### config.mk
export PLATFORM = sky130hd
export DESIGN_NAME = wav_pcm_stream_to_mono
export DESIGN_NICKNAME = d
export VERILOG_FILES = /design/src/hw/rtl/wavm_pkg.sv /design/src/hw/rtl/wavm_front.sv /design/src/hw/rtl/wavm_queue.sv /design/src/hw/rtl/wavm_back.sv /design/src/hw/rtl/wav_pcm_stream_to_mono.sv
export SDC_FILE = /design/constraint.sdc
export NUM_CORES = 2
export LEC_CHECK = 0
export BUFFER_PORTS_ARGS = -buffer_cell sky130_fd_sc_hd__clkbuf_2
export CAP_MARGIN = 20
export CELL_PAD_IN_SITES_DETAIL_PLACEMENT = 0
export CELL_PAD_IN_SITES_GLOBAL_PLACEMENT = 2
export CORE_MARGIN = 3
export CORE_UTILIZATION = 43
export CTS_BUF_LIST = sky130_fd_sc_hd__clkbuf_4
export CTS_CLUSTER_SIZE = 14
export DETAILED_ROUTE_END_ITERATION = 12
export GPL_ROUTABILITY_DRIVEN = 0
export PLACE_DENSITY = 0.86
export SYNTH_ARGS = -nofsm -noshare
export SYNTH_HDL_FRONTEND = slang
export SYNTH_SLANG_ARGS = --single-unit
### constraint.sdc
create_clock -name clock -period 13.6 [get_ports clock]
set_input_delay 2.72 -clock clock [delete_from_list [all_inputs] [get_ports clock]]
set_output_delay 2.72 -clock clock [all_outputs]
set_load 0.1 [all_outputs]
### src/hw/rtl/wavm_pkg.sv
// wavm_pkg: types and constants shared by the wav-to-mono parser
// no dependencies
package wavm_pkg;

   localparam logic [31:0] TAG_RIFF = 32'h52494646;
   localparam logic [31:0] TAG_WAVE = 32'h57415645;
   localparam logic [31:0] TAG_FMT  = 32'h666D7420;
   localparam logic [31:0] TAG_DATA = 32'h64617461;
   localparam logic [31:0] RATE_DEFAULT = 32'd44100;

   localparam logic [1:0] KIND_SAMPLE   = 2'd0;
   localparam logic [1:0] KIND_NO_RIFF  = 2'd1;
   localparam logic [1:0] KIND_NO_WAVE  = 2'd2;
   localparam logic [1:0] KIND_BAD_BITS = 2'd3;

   typedef enum logic [6:0] {
      PH_HEAD = 7'b0000001,
      PH_CHDR = 7'b0000010,
      PH_FMT  = 7'b0000100,
      PH_SKIP = 7'b0001000,
      PH_PAD  = 7'b0010000,
      PH_DATA = 7'b0100000,
      PH_DONE = 7'b1000000
   } phase_type;

   // width codes carried from front to back
   localparam logic [1:0] FMT_U8  = 2'd0;
   localparam logic [1:0] FMT_S16 = 2'd1;
   localparam logic [1:0] FMT_S24 = 2'd2;
   localparam logic [1:0] FMT_F32 = 2'd3;

   // one entry of the queue between front and back
   typedef struct packed {
      logic [31:0] word;
      logic [1:0]  fmt;
      logic        is_err;
      logic [1:0]  kind;
      logic        multi;
      logic        last;
      logic [31:0] rate;
   } job_type;

   function automatic logic signed [23:0] float_to_q23(input logic [31:0] w);
      logic [7:0]  ex;
      logic [22:0] man;
      logic [7:0]  sh;
      logic [23:0] mag;
      begin
         ex  = w[30:23];
         man = w[22:0];
         sh  = 8'd127 - ex;
         mag = {1'b1, man} >> sh[4:0];
         if (ex == 8'hFF && man != '0) float_to_q23 = '0;
         else if (ex >= 8'd127) float_to_q23 = w[31] ? 24'sh800000 : 24'sh7FFFFF;
         else if (ex == 8'd0 || sh >= 8'd24) float_to_q23 = '0;
         else float_to_q23 = w[31] ? -$signed(mag) : $signed(mag);
      end
   endfunction

endpackage

### src/hw/rtl/wavm_front.sv
// wavm_front: byte-level chunk walker, frame assembly and framing decisions
// depends on wavm_pkg
module wavm_front
   import wavm_pkg::*;
#(
   parameter int LIMIT_MAX = 262144
) (
   input  logic        clock,
   input  logic        reset,
   input  logic [18:0] sample_limit,
   input  logic        in_valid,
   output logic        in_stall,
   input  logic [7:0]  in_byte,
   input  logic        in_start,
   output logic        job_valid,
   output job_type     job,
   output logic [31:0] job_first,
   input  logic        job_full
);
   localparam logic [20:0] LIM_MAX = 21'(LIMIT_MAX);

   phase_type   phase_ff, phase_in;
   logic [31:0] bcnt_ff, bcnt_in, tag_ff, tag_in, len_ff, len_in;
   logic [15:0] chans_ff, chans_in, bits_ff, bits_in, cidx_ff, cidx_in;
   logic [31:0] rate_ff, rate_in, word_ff, word_in, first_ff, first_in;
   logic [19:0] emit_ff, emit_in;
   logic        pad_ff, pad_in;
   // precomputed frame size in bytes, valid in data phase
   logic [31:0] frame_ff, frame_in;

   logic        take;
   logic [19:0] lim;
   logic [2:0]  bps;
   logic [31:0] ord, frame_c;
   logic [7:0]  b;

   assign in_stall = job_full;
   assign take = in_valid && !job_full;
   assign b = in_byte;
   assign lim = ({2'b00, sample_limit} > LIM_MAX) ? LIM_MAX[19:0] : {1'b0, sample_limit};
   assign bps = bits_ff[5:3];
   assign frame_c = 32'(bps) * 32'(chans_ff);

   always_comb begin
      phase_in = phase_ff; bcnt_in = bcnt_ff; tag_in = tag_ff; len_in = len_ff;
      chans_in = chans_ff; bits_in = bits_ff; rate_in = rate_ff; cidx_in = cidx_ff;
      word_in = word_ff; first_in = first_ff; emit_in = emit_ff; pad_in = pad_ff;
      frame_in = frame_ff;
      job_valid = 1'b0;
      job = '0;
      ord = '0;
      if (in_start) begin
         phase_in = PH_HEAD; bcnt_in = '0; tag_in = '0; len_in = '0;
         chans_in = 16'd1; bits_in = 16'd16; rate_in = RATE_DEFAULT; cidx_in = '0;
         word_in = '0; first_in = '0; emit_in = '0; pad_in = 1'b0;
      end
      job.rate = rate_in;
      case (phase_in)
         PH_HEAD: begin
            if (bcnt_in < 32'd4 || bcnt_in >= 32'd8) tag_in = {tag_in[23:0], b};
            if (bcnt_in == 32'd3 && tag_in != TAG_RIFF) begin
               phase_in = PH_DONE;
               job_valid = 1'b1; job.is_err = 1'b1; job.kind = KIND_NO_RIFF;
            end else if (bcnt_in == 32'd11) begin
               if (tag_in != TAG_WAVE) begin
                  phase_in = PH_DONE;
                  job_valid = 1'b1; job.is_err = 1'b1; job.kind = KIND_NO_WAVE;
               end else begin
                  phase_in = PH_CHDR; bcnt_in = '0;
               end
            end else bcnt_in = bcnt_in + 32'd1;
         end
         PH_CHDR: begin
            if (bcnt_in < 32'd4) tag_in = {tag_in[23:0], b};
            else begin
               if (bcnt_in == 32'd4) len_in = '0;
               len_in = len_in | (32'(b) << {bcnt_in[1:0], 3'b000});
            end
            if (bcnt_in == 32'd7) begin
               bcnt_in = '0;
               if (tag_in == TAG_FMT) phase_in = PH_FMT;
               else if (tag_in == TAG_DATA) begin
                  if (bits_in != 16'd8 && bits_in != 16'd16 && bits_in != 16'd24 &&
                      bits_in != 16'd32) begin
                     phase_in = PH_DONE;
                     job_valid = 1'b1; job.is_err = 1'b1; job.kind = KIND_BAD_BITS;
                  end else if (chans_in == 16'd0 || lim == 20'd0 || len_in < frame_c)
                     phase_in = PH_DONE;
                  else begin
                     phase_in = PH_DATA; cidx_in = '0; word_in = '0; emit_in = '0;
                     frame_in = frame_c;
                  end
               end else begin
                  pad_in = len_in[0];
                  phase_in = (len_in != 32'd0) ? PH_SKIP : PH_CHDR;
               end
            end else bcnt_in = bcnt_in + 32'd1;
         end
         PH_FMT: begin
            if (bcnt_in == 32'd2 || bcnt_in == 32'd4 || bcnt_in == 32'd14) word_in = '0;
            if (bcnt_in >= 32'd2 && bcnt_in <= 32'd3) ord = bcnt_in - 32'd2;
            else if (bcnt_in >= 32'd4 && bcnt_in <= 32'd7) ord = bcnt_in - 32'd4;
            else ord = bcnt_in - 32'd14;
            if ((bcnt_in >= 32'd2 && bcnt_in <= 32'd7) || bcnt_in >= 32'd14)
               word_in = word_in | (32'(b) << {ord[1:0], 3'b000});
            if (bcnt_in == 32'd3) chans_in = word_in[15:0];
            else if (bcnt_in == 32'd7) rate_in = word_in;
            if (bcnt_in == 32'd15) begin
               bits_in = word_in[15:0]; word_in = '0; bcnt_in = '0;
               if (len_in > 32'd16) begin
                  pad_in = len_in[0]; len_in = len_in - 32'd16; phase_in = PH_SKIP;
               end else phase_in = PH_CHDR;
            end else bcnt_in = bcnt_in + 32'd1;
         end
         PH_SKIP: begin
            len_in = len_in - 32'd1;
            if (len_in == 32'd0) begin
               phase_in = pad_in ? PH_PAD : PH_CHDR; bcnt_in = '0;
            end
         end
         PH_PAD: begin
            pad_in = 1'b0; phase_in = PH_CHDR; bcnt_in = '0;
         end
         PH_DATA: begin
            word_in = word_in | (32'(b) << {bcnt_in[1:0], 3'b000});
            bcnt_in = bcnt_in + 32'd1;
            if (bcnt_in[2:0] == bps) begin
               bcnt_in = '0;
               if (cidx_in == 16'd0) first_in = word_in;
               cidx_in = cidx_in + 16'd1;
               if (cidx_in >= chans_in) begin
                  cidx_in = '0;
                  len_in = len_in - frame_ff;
                  emit_in = emit_in + 20'd1;
                  job_valid = 1'b1;
                  job.word = word_in;
                  job.multi = chans_in > 16'd1;
                  job.last = (len_in < frame_ff) || (emit_in >= lim);
                  if (job.last) phase_in = PH_DONE;
               end
               word_in = '0;
            end
         end
         default: ;
      endcase
      case (bits_in[5:3])
         3'd1: job.fmt = FMT_U8;
         3'd2: job.fmt = FMT_S16;
         3'd3: job.fmt = FMT_S24;
         default: job.fmt = FMT_F32;
      endcase
   end

   // first channel word travels beside the job
   assign job_first = first_in;

   always_ff @(posedge clock) begin
      if (reset) begin
         phase_ff <= PH_HEAD; bcnt_ff <= '0; tag_ff <= '0; len_ff <= '0;
         chans_ff <= 16'd1; bits_ff <= 16'd16; rate_ff <= RATE_DEFAULT;
         cidx_ff <= '0; word_ff <= '0; first_ff <= '0; emit_ff <= '0; pad_ff <= 1'b0;
         frame_ff <= '0;
      end else if (take) begin
         phase_ff <= phase_in; bcnt_ff <= bcnt_in; tag_ff <= tag_in; len_ff <= len_in;
         chans_ff <= chans_in; bits_ff <= bits_in; rate_ff <= rate_in;
         cidx_ff <= cidx_in; word_ff <= word_in; first_ff <= first_in;
         emit_ff <= emit_in; pad_ff <= pad_in; frame_ff <= frame_in;
      end
   end
endmodule

### src/hw/rtl/wavm_queue.sv
// wavm_queue: short queue of jobs between front and back
// depends on wavm_pkg
module wavm_queue
   import wavm_pkg::*;
(
   input  logic    clock,
   input  logic    reset,
   input  logic    wr_en,
   input  job_type wr_job,
   input  logic [31:0] wr_first,
   output logic    full,
   output logic    rd_valid,
   output job_type rd_job,
   output logic [31:0] rd_first,
   input  logic    rd_en
);
   job_type     mem_ff [4];
   logic [31:0] fst_ff [4];
   logic [1:0]  wp_ff, rp_ff;
   logic [2:0]  cnt_ff;

   assign full = cnt_ff == 3'd4;
   assign rd_valid = cnt_ff != 3'd0;
   assign rd_job = mem_ff[rp_ff];
   assign rd_first = fst_ff[rp_ff];

   always_ff @(posedge clock) begin
      if (wr_en) begin
         mem_ff[wp_ff] <= wr_job;
         fst_ff[wp_ff] <= wr_first;
      end
   end

   always_ff @(posedge clock) begin
      if (reset) begin
         wp_ff <= '0; rp_ff <= '0; cnt_ff <= '0;
      end else begin
         if (wr_en) wp_ff <= wp_ff + 2'd1;
         if (rd_en) rp_ff <= rp_ff + 2'd1;
         cnt_ff <= cnt_ff + 3'(wr_en) - 3'(rd_en);
      end
   end
endmodule

### src/hw/rtl/wavm_back.sv
// wavm_back: sample conversion, downmix and output register
// depends on wavm_pkg
module wavm_back
   import wavm_pkg::*;
(
   input  logic        clock,
   input  logic        reset,
   input  logic        job_valid,
   input  job_type     job,
   input  logic [31:0] first,
   output logic        job_pop,
   output logic        out_valid,
   input  logic        out_stall,
   output logic signed [23:0] out_sample,
   output logic [31:0] out_rate,
   output logic [1:0]  out_kind,
   output logic        out_last
);
   logic signed [23:0] a, v, m;
   logic signed [24:0] s;
   logic               valid_ff;
   logic signed [23:0] smp_ff;
   logic [31:0]        rate_ff;
   logic [1:0]         kind_ff;
   logic               last_ff;

   function automatic logic signed [23:0] conv(input logic [1:0] f, input logic [31:0] w);
      case (f)
         FMT_U8:  conv = {w[7:0] ^ 8'h80, 16'h0000};
         FMT_S16: conv = {w[15:0], 8'h00};
         FMT_S24: conv = w[23:0];
         default: conv = float_to_q23(w);
      endcase
   endfunction

   assign a = conv(job.fmt, first);
   assign v = conv(job.fmt, job.word);
   assign s = 25'(a) + 25'(v);
   assign m = job.is_err ? 24'sd0 : (job.multi ? s[24:1] : v);

   assign job_pop = job_valid && (!valid_ff || !out_stall);

   always_ff @(posedge clock) begin
      if (reset) valid_ff <= 1'b0;
      else if (job_pop) valid_ff <= 1'b1;
      else if (!out_stall) valid_ff <= 1'b0;
   end

   always_ff @(posedge clock) begin
      if (job_pop) begin
         smp_ff <= m; rate_ff <= job.rate;
         kind_ff <= job.is_err ? job.kind : KIND_SAMPLE;
         last_ff <= job.last;
      end
   end

   assign out_valid = valid_ff;
   assign out_sample = smp_ff;
   assign out_rate = rate_ff;
   assign out_kind = kind_ff;
   assign out_last = last_ff;
endmodule

### src/hw/rtl/wav_pcm_stream_to_mono.sv
// wav_pcm_stream_to_mono: top level, wires front, queue and back
// depends on wavm_pkg, wavm_front, wavm_queue, wavm_back
// Takes one WAV byte per cycle while req_stall is low; the chunk walker in the
// front computes its next state combinationally for each byte it accepts. Each result
// passes through a four-entry queue and an output register, so the byte side
// keeps running while a result waits to be taken, until the queue fills.
// The limit register is writable whenever the block is idle; csr_ready is high.
module wav_pcm_stream_to_mono
   import wavm_pkg::*;
#(
   parameter int LIMIT_MAX = 262144
) (
   input  logic        clock,
   input  logic        reset,
   input  logic        csr_valid,
   output logic        csr_ready,
   input  logic [18:0] csr_sample_limit,
   input  logic        req_valid,
   output logic        req_stall,
   input  logic [7:0]  req_file_byte,
   input  logic        req_file_start,
   output logic        rsp_valid,
   input  logic        rsp_stall,
   output logic signed [23:0] rsp_mono_sample,
   output logic [31:0] rsp_sample_rate,
   output logic [1:0]  rsp_result_kind,
   output logic        rsp_last_sample
);
   logic [18:0] limit_ff;
   logic        fj_valid, q_full, q_valid, q_pop, take;
   job_type     fj, qj;
   logic [31:0] ffirst, qfirst;

   assign csr_ready = 1'b1;
   always_ff @(posedge clock) begin
      if (reset) limit_ff <= 19'd262144;
      else if (csr_valid) limit_ff <= csr_sample_limit;
   end

   wavm_front #(.LIMIT_MAX(LIMIT_MAX)) u_front (
      .clock, .reset, .sample_limit(limit_ff),
      .in_valid(req_valid), .in_stall(req_stall), .in_byte(req_file_byte),
      .in_start(req_file_start), .job_valid(fj_valid), .job(fj), .job_first(ffirst),
      .job_full(q_full)
   );

   assign take = fj_valid && req_valid && !q_full;

   wavm_queue u_queue (
      .clock, .reset, .wr_en(take), .wr_job(fj), .wr_first(ffirst),
      .full(q_full), .rd_valid(q_valid), .rd_job(qj), .rd_first(qfirst), .rd_en(q_pop)
   );

   wavm_back u_back (
      .clock, .reset, .job_valid(q_valid), .job(qj), .first(qfirst), .job_pop(q_pop),
      .out_valid(rsp_valid), .out_stall(rsp_stall), .out_sample(rsp_mono_sample),
      .out_rate(rsp_sample_rate), .out_kind(rsp_result_kind), .out_last(rsp_last_sample)
   );
endmodule

==> flow_summary.toml <==
[worst_setup_path]
timing.rr.end = "u_back.out_sample[18]$_SDFFCE_PP0P_"
crit_end = "u_back.out_sample[18]$_SDFFCE_PP0P_"
critPathTopFamily = "compound AO/OA/AOI/OAI gates"
path_max_fanout = 44
slowest_delay_ns = 0.97
required_ns = 14.41
critical_path_depth = 24
path_cells = "buf_4 -> mux4_2 -> mux2_2 -> or2_0 -> a31o_1 -> a222oi_1 -> ha_1 -> nand3_2 -> or4_1 -> nand2_1 -> xnor2_1 -> o21ai_1 -> ha_1 -> a21o_1 -> a21o_1 -> a21o_1 -> a21o_1 -> a21oi_1 -> inv_1 -> a21oi_1 -> nor2b_1 -> a311oi_1 -> xnor2_1 -> a22o_1"
r2r_setup_slack_ns = 5.10
cp_common_cell = "a21o_1"
critical_path.startpoint_type = "flop"
critPathBufInv = 2
cp_slowest_cell = "mux4_2"
criticalPathCategory = "reg -> reg"
cp.arrival_ns = 9.31
ff2ff_path_depth = 24
cp-end-kind = "flop"

[cts]
root_buffer = "clkbuf_4"
path_clk_slew_ns = 0.07
post-cts-setup-buffer-count = 0
cts_tree = "built"
clock-sinks = 787
ctsLongestPathBuffers = 3
cts_inserted_buffers = 209
htree_levels = 4
cts_resized = 0
clkLatencyLatePin_ns = 1.14
hold_buffers = 0

[routing]
route.detailed.drc = 0
totalWireLength_mm = 161
vias = 40900
antenna_left = 0
drt_pass1_iterations = 6
routed_via_density = 6.06
drtIter0Drc = 3900
wl_per_cell_microns = 23.9

[synth]
synthTopCellsByArea = "edfxtp_1 (30%), dfxtp_1 (13%), mux4_2 (4.9%), nor2_1 (4.2%), ha_1 (3.9%)"
synthArstFlopShare = 0
ys_types = 100
syn_area_sq_um = 47500
yosysTopAreaCellShare = 0.298
syn_nets = 5238
synth_edf_count = 471
synth_top_flop_cell = "edfxtp_1"
ys_ff_latch = 787
yosysWarnings = 0
ys_seq_area_frac = 0.431
yosys.area.top_type = "edfxtp_1"
synth_cells = 5038
syn_avg_cell_area_sq_um = 9.42

[grt]
antenna_found_initial = 4
grt_max_degree = 149
grt_usage = 0.273
grt_pass1_wl_mm = 244
grt_pass1_vias = 39300
grt-ovfl-total = 0

[timing]
fin_setup_tns_ns = 0
slew_headroom = 0.246
period_needed_ns = 8.50
finalMaxSlewViolations = 0
tightestPinTransition_ns = 1.13
setup_ws_ns = 5.10
grt_setup_unrepaired = "no"
finalSetupViolCount = 0
hold_violations = 0
min_period_over_period = 0.625
clock-skew-final_ns = 0.120
clock.fmax_mhz = 118

[floorplanning]
pin_count = 95
die_y_microns = 338
core_sq_um = 109000
die-area_sq_um = 114000
die_x_microns = 338
initial_core_util = 0.435
num_rows = 121

[cells_and_area]
area_growth_pct = 9.75
final_cell_area_sq_um = 52100
fin_nets = 5299
final_cells = 6756
layout-drive-gt1-share = 0.145
postLayoutCoreUtil = 0.477

[power_and_ir_drop]
combPwrFrac = 0.399
p_int_w = 0.00475
power_frac_seq = 0.340
leakagePower_nw = 19.0
p_per_area_nw_per_um2 = 157
swShare = 0.421
peakVddDrop_mv = 0.0999
p_sw_w = 0.00345
pwr-share-clk = 0.262

[hold_path]
hp-class = "reg -> reg"
worstHoldStart = "u_front.first_ff[10]$_SDFFE_PP0P_"

[placed_design]
place_inst = 6358
port_buffers = 93
hpwl_mm = 110
dp_slack_ns = 4.33
placed_cell_area_sq_um = 49300

[job]
max_cap_viol_count = 0

[outcome]
status = "complete, no violations"
-- how the worst min path moves through the flow --
| stage | to | slack, ns | cells past startpoint |
|---|---|---|---|
| global route | u_front.frame_ff[6]$_SDFFE_PP0P_ | 0.48 | 2 |
| detailed placement | u_front.frame_ff[7]$_SDFFE_PP0P_ | 0.45 | 2 |
| floorplan | u_front.frame_ff[10]$_SDFFE_PP0P_ | 0.43 | 2 |
| finish | u_front.first_ff[10]$_SDFFE_PP0P_ | 0.46 | 2 |
| global placement | u_front.frame_ff[6]$_SDFFE_PP0P_ | 0.44 | 2 |
| CTS | u_front.frame_ff[7]$_SDFFE_PP0P_ | 0.46 | 2 |
-- power groups by stage --
| stage | Combinational, W | Sequential, W | Clock [W] |
|---|---|---|---|
| detailed placement | 0.00323 | 0.00284 | 0 |
| global route | 0.00349 | 0.00280 | 0.00234 |
| floorplan | 0.00182 | 0.00346 | 0 |
| global placement | 0.00323 | 0.00284 | 0 |
| CTS | 0.00324 | 0.00278 | 0.00221 |
| finish | 0.00327 | 0.00278 | 0.00214 |
-- per-layer routing --
| layer | vias up | wire [microns] | GRT usage |
|---|---|---|---|
| li1 | 19100 | - | - |
| met5 | - | 0 | 0 |
| met4 | 0 | 6020 | 0.114 |
| met2 | 1734 | 76300 | 0.447 |
| met1 | 19800 | 68000 | 0.360 |
| met3 | 335 | 10900 | 0.0417 |
-- worst register-to-register path: cells and delay by family (launching register included) --
kind            cells  cell delay [ns]
xor+xnor            2             0.18
fa+ha+maj           2             0.69
buf+inv             2             0.85
flops               1             0.60
mux                 2             1.47
compound gates     11             3.19
simple gates        5             1.23
-- cells in the mapped netlist (22+ instances only) --
master	count
o21ai_1	31
mux2i_1	127
or2_2	41
mux2_2	44
dfxtp_1	316
xnor2_1	103
o21ai_0	364
nor2b_1	106
a21oi_1	358
nand4_1	50
o21a_1	48
nor3_1	146
a22oi_1	136
o211ai_1	23
a211oi_1	42
a22o_1	54
and3_1	44
nand3_1	119
nor4_1	66
ha_1	149
a21o_1	75
edfxtp_1	471
a221oi_1	22
clkbuf_1	270
buf_2	25
nor2_1	529
nand2b_1	36
and2_1	34
or3_1	32
inv_1	122
xor2_1	57
nand2_1	488
a31oi_1	37
o22ai_1	28
mux4_2	104
buf_1	35
-- layout make-up --
class | count | area [sq um]
fillers | 10400 | 57100
multi-input cells | 3787 | 25300
flip-flops and latches | 787 | 20500
clock buffers | 304 | 2280
well taps | 1476 | 1850
repair buffers | 191 | 1250
clock inverters | 86 | 518
inverters | 123 | 467
diodes | 2 | 5.00
-- per-stage QoR --
stage	hold slack [ns]	power [W]
6_report	0.456	0.00820
5_1_grt	0.479	0.00862
4_1_cts	0.456	0.00824
3_5_place_dp	0.447	0.00607
3_3_place_gp	0.439	0.00606
2_1_floorplan	0.432	0.00528
-- placed cells by master (no fill, tap or decap), types with 35 or more instances in the layout --
cell,n
inv_1,121
clkbuf_2,91
buf_4,91
a21o_1,75
nand2_1,488
nor2_1,525
mux4_2,104
mux2_2,44
a21oi_1,357
nor2b_1,105
xnor2_1,103
clkinv_1,56
o21ai_0,363
mux2i_1,127
nand3_1,119
nand2b_1,35
nor3_1,144
a22o_1,54
edfxtp_1,471
xor2_1,57
nand4_1,50
clkbuf_4,306
or2_2,41
o21a_1,48
ha_1,149
a22oi_1,136
dfxtp_1,314
a211oi_1,42
and3_1,44
a31oi_1,37
nor4_1,66
-- sequential cells by signal, indices dropped and copies added (netlist names), 16 cells and up, named ones only --
signal / count
limit_ff: 19
u_back.out_rate: 32
u_back.out_sample: 24
u_front.bcnt_ff: 32
u_front.bits_ff: 16
u_front.chans_ff: 16
u_front.cidx_ff: 16
u_front.emit_ff: 20
u_front.first_ff: 32
u_front.frame_ff: 19
u_front.len_ff: 32
u_front.rate_ff: 32
u_front.tag_ff: 32
u_front.word_ff: 32
u_queue.fst_ff: 128
u_queue.mem_ff: 284
-- cells by family after synthesis --
family / after synthesis / share of synthesized area
AOI/OAI and AO/OA: 1401 / 0.188
DFF: 787 / 0.431
buffers and inverters: 464 / 0.0386
and+or+nand+nor: 1775 / 0.178
other: 1 / 0.0000790
xor gates and xnor gates: 160 / 0.0295
adders and majority gates: 167 / 0.0469
muxes: 283 / 0.0885
Power figures use the tool's default switching activity.
